### src/rtl/fct_pkg.sv
// ----------------------------------------------------------------------------
// fct_pkg: shared types and constants for the flow counter table
// Beat structs, status codes and controller/datapath command and status structs.
// ----------------------------------------------------------------------------
package fct_pkg;

  localparam int TableEntries = 64;
  localparam int IdxW = $clog2(TableEntries);

  localparam logic [1:0] StatusHit  = 2'd0;
  localparam logic [1:0] StatusNew  = 2'd1;
  localparam logic [1:0] StatusFull = 2'd2;

  typedef struct packed {
    logic [31:0] first_address;
    logic [31:0] second_address;
    logic [15:0] first_port;
    logic [15:0] second_port;
    logic [7:0]  protocol_number;
    logic [15:0] packet_length;
  } in_beat_t;

  typedef struct packed {
    logic [1:0]  status;
    logic [5:0]  entry_index;
    logic [63:0] packet_total;
    logic [63:0] byte_total;
  } out_beat_t;

  typedef struct packed {
    logic load;
    logic scan;
    logic read;
    logic write;
    logic emit;
  } fct_cmd_t;

  typedef struct packed {
    logic scan_done;
    logic hit;
    logic has_free;
  } fct_stat_t;

endpackage

### src/rtl/fct_ctrl.sv
// ----------------------------------------------------------------------------
// fct_ctrl: sequencer for the flow counter table
// Steps load, scan, counter read, write back and result for each packet.
// ----------------------------------------------------------------------------
module fct_ctrl (
  input  logic             clk,
  input  logic             rst,
  input  logic             start,
  output logic             busy,
  input  fct_pkg::fct_stat_t stat,
  output fct_pkg::fct_cmd_t  cmd
);
  import fct_pkg::*;

  localparam logic [1:0] StIdle  = 2'd0;
  localparam logic [1:0] StScan  = 2'd1;
  localparam logic [1:0] StRead  = 2'd2;
  localparam logic [1:0] StWrite = 2'd3;

  logic [1:0] state;
  logic [1:0] state_next;

  always_comb begin
    state_next = state;
    cmd = '0;
    case (state)
      StIdle: begin
        if (start) begin
          cmd.load = 1'b1;
          state_next = StScan;
        end
      end
      StScan: begin
        cmd.scan = 1'b1;
        if (stat.scan_done) state_next = StRead;
      end
      StRead: begin
        cmd.read = 1'b1;
        state_next = StWrite;
      end
      StWrite: begin
        cmd.write = 1'b1;
        cmd.emit = 1'b1;
        state_next = StIdle;
      end
      default: state_next = StIdle;
    endcase
  end

  assign busy = (state != StIdle);

  always_ff @(posedge clk) begin
    if (rst) state <= StIdle;
    else state <= state_next;
  end

  a_emit_once: assert property (@(posedge clk) disable iff (rst)
    cmd.emit |=> !cmd.emit) else $error("emit repeated");
  a_load_idle: assert property (@(posedge clk) disable iff (rst)
    cmd.load |=> busy) else $error("load without busy");
  a_read_after_scan: assert property (@(posedge clk) disable iff (rst)
    cmd.read |-> $past(cmd.scan)) else $error("read without scan");

endmodule

### config.mk
export PLATFORM = sky130hd
export DESIGN_NAME = fct_ctrl
export DESIGN_NICKNAME = d
export VERILOG_FILES = /design/src/rtl/fct_pkg.sv /design/src/rtl/fct_ctrl.sv
export SDC_FILE = /design/constraint.sdc
export NUM_CORES = 1
export LEC_CHECK = 0
export BUFFER_PORTS_ARGS = -buffer_cell sky130_fd_sc_hd__buf_4
export CAP_MARGIN = 15
export CORE_AREA = 2 2 39 41
export CTS_BUF_LIST = sky130_fd_sc_hd__clkbuf_4 sky130_fd_sc_hd__clkbuf_8 sky130_fd_sc_hd__clkbuf_16
export DETAILED_ROUTE_END_ITERATION = 10
export DIE_AREA = 0 0 41 43
export PLACE_DENSITY = 0.33
export REMOVE_ABC_BUFFERS = 1
export SLEW_MARGIN = 25
export SYNTH_ARGS = -nofsm -noshare
export SYNTH_HDL_FRONTEND = slang
export SYNTH_SLANG_ARGS = --single-unit
### constraint.sdc
create_clock -name clk -period 1.7 [get_ports clk]
set_input_delay 0.34 -clock clk [delete_from_list [all_inputs] [get_ports clk]]
set_output_delay 0.34 -clock clk [all_outputs]
set_load 0.02 [all_outputs]
## Yosys cells after proc, flatten, opt, wreduce, memory -nomap -nowiden

Index checks and enable logic that the tools add are counted.
Widths: inputs -> output; s select.

- Equal/unequal tests: 5
- Muxes and demuxes: 8
- Reductions and logical operators: 3

Operators with widths:

| cell | number |
|---|---|
| $pmux 2 s4 | 1 |
| $mux 2 | 3 |
| $eq 2x2->1 const B | 2 |
| $mux 1 | 4 |
| $ne 2x2->1 const B | 2 |
| $eq 2x1->1 const B | 1 |
| $logic_not 2->1 | 1 |
| $reduce_and 2->1 | 1 |
| $reduce_bool 2->1 | 1 |

- Register bits: 2
- Input bits: 6
- Output and inout bits: 6
- Logic and storage cells: 17

## Logic depth before layout (Yosys ltp)

Gate-level depths: netlist of the first run.

- Word-level depth: 3
- Gate-level depth with buffers: 5
- Depth with buffers taken out: 5

## Worst setup path before layout of the first run

No wires, ideal clock.

- Kind: reg2reg
- From: register state[1]
- To: register state[0]
- Arrival: 1307 ps
- Setup slack: 323 ps
- Stages on the path, launching flop included: 6
- Path buffers: 0
- Path through: dfxtp_1 > inv_1 > ha_1 > nor2b_4 > or3_1 > a21oi_1

- Word-level cells in the longest chain between the ends: 3
- Elaborated cells on any way between the ends: 8
- Those cells by class: eq/ne (5); mux (1); reduce/logical (2)

RTL lines:

| element | line | text |
|---|---|---|
| start, declared | fct_ctrl.sv:20 | `logic [1:0] state;` |
| start signal, assigned | fct_ctrl.sv:53 | `if (rst) state <= StIdle;` |
| start signal, assigned | fct_ctrl.sv:54 | `else state <= state_next;` |
| $eq 2x1->1 / $logic_not 2->1 (equally long branches) | fct_ctrl.sv:26 | `case (state)` |
| $ne 2x2->1 (no line) | -- |  |
| $reduce_and 2->1 (no line) | -- |  |

Several ways; a longest one is shown, not always the timed one.
A chain may end at the register's enable or synchronous reset.

==> qor.txt, run 1 <==
Outcome = finished clean
Leading area contributor after synthesis = ha_1
Hold wc startpoint = rst
Htree depth = 1
Vias in the first global route = 155
Port buffer count = 9
CP startpoint = state[0]$_SDFFE_PP0P_
Crit path capture type = output pin
DRC viols = 0
Final ANT Viol Nets = 0
Final Setup Violations = 0
Total CTS buffers = 3
Die height = 43 um
Synth warnings = 0
FMAX = 653 MHz
Power per cell area = 1820 nW/um^2
Seq cells post-synth = 2
Max reg flops = 2
Initial antenna violation count = 0
IO Count = 12
Clk buf depth = 2
RD Place Congestion = 0.675
Syn Area/Cell = 9.59 sq um
Max Cap Viol = 0
Setup TNS = 0 ns
Aggregate global routing overflow = 0
Reg2reg start = state[0]$_SDFFE_PP0P_
CP peak stage delay = 0.36 ns
CP Data Arrival Time = 1.19 ns
Hold WC Path Type = in2reg
RSZ-0062 raised after global routing = no
Register area share after synthesis = 0.199
Share of layout cells above drive strength 1 = 0.469
Worst-Margin Slew = 0.152 ns
Crit path buffers/inverters = 2
Post_cts resized = 0
Leakage Power = 0.154 nW
Post-synthesis cell area = 201 sq um
Post-synth cell types = 11
Delay-heaviest family, CP = flip-flops
Post-Syn Instances = 21
Via density per instance = 3.52
Clk_skew = 0.000568 ns
DR WL/cell = 7.77 um
Final hold vios = 0
CTS tree = built
Yosys top cell area share = 0.311
Die area = 1760 sq um
# rows = 14
Core Box Area = 1380 sq um
Most common library cell in the layout ignoring fill and taps = buf_4
# hold bufs at CTS = 0
Initial core utilization = 0.146
Vias = 169
Clock latency on the worst-skew pair = 0.22 ns
Max Transition Viols Final = 0
Final Total Pwr = 0.000555 W
Startpoint types = flip-flop
Maximum fanout along the worst path = 4
Peak VDD IR = 613 uV
CTS root buf = clkbuf_4
Post-CTS setup buffers = 0
Max_slew headroom = 0.898
Dpl hpwl = 300 um
Pin count of the biggest net entering global routing = 5
Final wirelength = 373 um
Min cycle time layout = 1.53 ns
Final nets = 45
CP max stage cell = dfxtp_1
Cells after DPL = 45
Gr usage total = 0.0561
Clk sinks = 2
Worst-path clk slew = 0.03 ns
Reg with most FFs = state
Post-Layout Cell Count = 48
Filler cells = 153
First-pass GRT wire length = 627 um
Area occupied by multi-input gates = 143 sq um
Part of the cycle the worst path needs = 0.901
Width of the die = 41 um
Most frequent cells in the layout = buf_4, ha_1, inv_1, clkbuf_4
Critical-path cell list = inv_1, ha_1, and2_1, buf_4
Top cells by area, synth = ha_1, dfxtp_1, nor2b_4
Critical Path RT = 1.36 ns
Top Registers = state x2
Drt first pass iters = 1
DR iter-0 viols = 0
N_diodes = 0
Setup CP Type = reg2out
Area delta synth->final = 50.9%
Reg area = 40.0 sq um
[cells by family (layout without fill, tap and decap cells)]
group                      count (synthesis)  in the layout  share of synthesized area
and+or+nand+nor                            6              6                      0.298
AOI/OAI and AO/OA                          4              4                     0.0994
adders and majority gates                  5              5                      0.311
DFF                                        2              2                      0.199
buffers and inverters                      4             15                     0.0932
[report_power, final]
group / switching (W) / leakage, nW / internal [W]
Clock: 0.0000269 / 0.0138 / 0.0000779
Combinational: 0.000182 / 0.123 / 0.000179
Sequential: 0.0000204 / 0.0165 / 0.0000680
[per-layer routing]
metal  wire length, um  global-route usage
met1               150              0.0703
met2               206              0.0688
met3                15              0.0157
met4                 0              0.0600
met5                 0                   0
[cell usage after synthesis (all sizes together)]
library cell / instances
nor2b: 2
inv: 3
ha: 5
and2: 1
or3: 1
nor2: 1
o21ai: 2
dfxtp: 2
or3b: 1
buf: 1
a21oi: 2
[stage by stage]
stage | hold slack (ns) | area (sq um) | worst slack, ns | utilization
5_1_grt | 0.259 | 304 | 0.0689 | 0.220
3_5_place_dp | 0.510 | 282 | 0.321 | 0.203
3_3_place_gp | 0.507 | 282 | 0.328 | 0.203
4_1_cts | 0.268 | 304 | 0.139 | 0.220
2_1_floorplan | 0.409 | 194 | 0.323 | -
6_report | 0.277 | 304 | 0.169 | 0.220
[worst paths after layout]
kind	end	slack, ns	depth (start not counted)
worst min register to register	state[0]$_SDFFE_PP0P_	0.51	2
worst min-delay path	state[1]$_SDFFE_PP0P_	0.28	2
worst max-delay path	cmd[4]	0.17	4
worst max register to register	state[0]$_SDFFE_PP0P_	0.33	5
[layout make-up]
| type | count | area share |
|---|---|---|
| clock buffer | 3 | 0.0741 |
| timing repair buffer | 9 | 0.222 |
| sequential | 2 | 0.132 |
| tap | 16 | 0.0658 |
| multi-input combinational | 15 | 0.469 |
| inverter | 3 | 0.0370 |
Note: power is estimated with default switching activity, not from simulation.
==> inputs of run 2 (changes only) <==
- SETUP_SLACK_MARGIN: default -> 0.4
- TNS_END_PERCENT: default -> 50
==> qor.txt, run 2 (same netlist as run 1, synthesis figures left out) <==
Outcome = finished clean
Startpoint types = flip-flop
Total CTS buffers = 3
Clock latency on the worst-skew pair = 0.22 ns
Final nets = 49
Hold Path Sink = state[1]$_SDFFE_PP0P_
# hold bufs at CTS = 0
Initial antenna violation count = 0
Clk buf depth = 2
Setup ws final = 0.342 ns
Filler cells = 155
Critical-path cell list = inv_4, ha_4, and2_4, buf_6
Htree depth = 1
Maximum fanout along the worst path = 3
Critical Path RT = 1.36 ns
DR iter-0 viols = 0
Area delta synth->final = 87.0%
IO Count = 12
Min cycle time layout = 1.36 ns
First-pass GRT wire length = 800 um
Clk_skew = 0.000568 ns
Worst Hold Path Cells = 2
Most common library cell in the layout ignoring fill and taps = buf_4
CP peak stage delay = 0.35 ns
Worst-path clk slew = 0.03 ns
Width of the die = 41 um
Worst-Margin Slew = 0.158 ns
RD Place Congestion = 0.675
CP Data Arrival Time = 1.02 ns
Max Transition Viols Final = 0
FMAX = 737 MHz
CTS tree = built
Max_slew headroom = 0.894
DP Worst Slack = 0.321 ns
Crit path capture type = output pin
Final Total Pwr = 0.000692 W
Drt first pass iters = 1
Vias = 191
CTS root buf = clkbuf_4
Via density per instance = 3.67
Leakage Power = 0.175 nW
Aggregate global routing overflow = 0
Final wirelength = 447 um
Cells on worst reg2reg path = 5
Final hold vios = 0
Dpl hpwl = 300 um
Gr usage total = 0.0691
Core Box Area = 1380 sq um
Vias in the first global route = 191
Most frequent cells in the layout = buf_4, buf_6, ha_2, clkbuf_4
DR WL/cell = 8.60 um
Setup CP Type = reg2out
RSZ-0062 raised after global routing = yes
Reg with most FFs = state
Peak VDD IR = 617 uV
Initial core utilization = 0.146
Share of layout cells above drive strength 1 = 0.778
Die height = 43 um
Reg2reg start = state[0]$_SDFFE_PP0P_
Pin count of the biggest net entering global routing = 5
# rows = 14
R2R setup slack = 0.34 ns
Top Registers = state x2
RR Endpoint = state[0]$_SDFFE_PP0P_
Final ANT Viol Nets = 0
Die area = 1760 sq um
CP max stage cell = dfxtp_2
Max reg flops = 2
Part of the cycle the worst path needs = 0.799
Power per cell area = 1840 nW/um^2
Max Cap Viol = 0
Final Hold Slack = 0.269 ns
Hold wc startpoint = rst
Final Setup Violations = 0
Hold WC Path Type = in2reg
DRC viols = 0
Setup TNS = 0 ns
Clk sinks = 2
N_diodes = 0
Port buffer count = 9
## run 2: cell types whose count changed in the layout (fill, tap and decap cells not counted), sizes merged
cell  before  now
buf        9   13
## run 2: cell type report
type                            instances  area, sq um  area share
Inverter                                3         13.8      0.0365
Tap cell                               16         20.0      0.0532
Timing Repair Buffer                   13          113       0.299
Multi-Input combinational cell         15          165       0.439
Clock buffer                            3         22.5      0.0598
Sequential cell                         2         42.5       0.113
## run 2: timing repair
item	CTS	global route
pin swaps	1	2
resized for setup	13	2
endpoints found under the setup margin	6	8
setup buffers	3	1
## run 2: worst max path at each step
stage / start / endpoint / slack, ns / depth (start not counted)
finish: state[0]$_SDFFE_PP0P_ / cmd[4] / 0.34 / 4
global route: state[0]$_SDFFE_PP0P_ / cmd[4] / 0.29 / 4
CTS: state[1]$_SDFFE_PP0P_ / cmd[2] / 0.32 / 3
detailed placement: state[0]$_SDFFE_PP0P_ / state[0]$_SDFFE_PP0P_ / 0.32 / 5
global placement: state[0]$_SDFFE_PP0P_ / state[0]$_SDFFE_PP0P_ / 0.33 / 5
floorplan: state[1]$_SDFFE_PP0P_ / state[0]$_SDFFE_PP0P_ / 0.32 / 5
## run 2: worst max-delay path: cells and delay by family, from the launching register on
| family | cells | cell delay, ns |
|---|---|---|
| AND/OR/NAND/NOR | 1 | 0.13 |
| flip-flops | 1 | 0.35 |
| adder cells (fa/ha/maj) | 1 | 0.15 |
| buffers and inverters | 2 | 0.17 |
## run 2: stage by stage
step / instance area [sq um] / std cells / util
after floorplan: 194 / 20 / -
after global placement: 282 / 45 / 0.203
after detailed placement: 282 / 45 / 0.203
after CTS: 363 / 51 / 0.262
after global routing: 377 / 52 / 0.272
final: 377 / 52 / 0.272
## run 2: routing by layer
metal  wire length [um]  up-vias  global-route usage
li1                   -       97                   -
met3                 15        0              0.0157
met4                  0        0              0.0600
met2                256        3              0.0906
met1                175       91              0.0895
met5                  0        -                   0
## run 2: power by group
part           switching (W)  internal, W  leakage [nW]  total [W]
registers          0.0000184    0.0000724        0.0172  0.0000908
logic               0.000223     0.000274         0.144   0.000497
clock network      0.0000269    0.0000779        0.0138   0.000105
total               0.000268     0.000425         0.175   0.000692
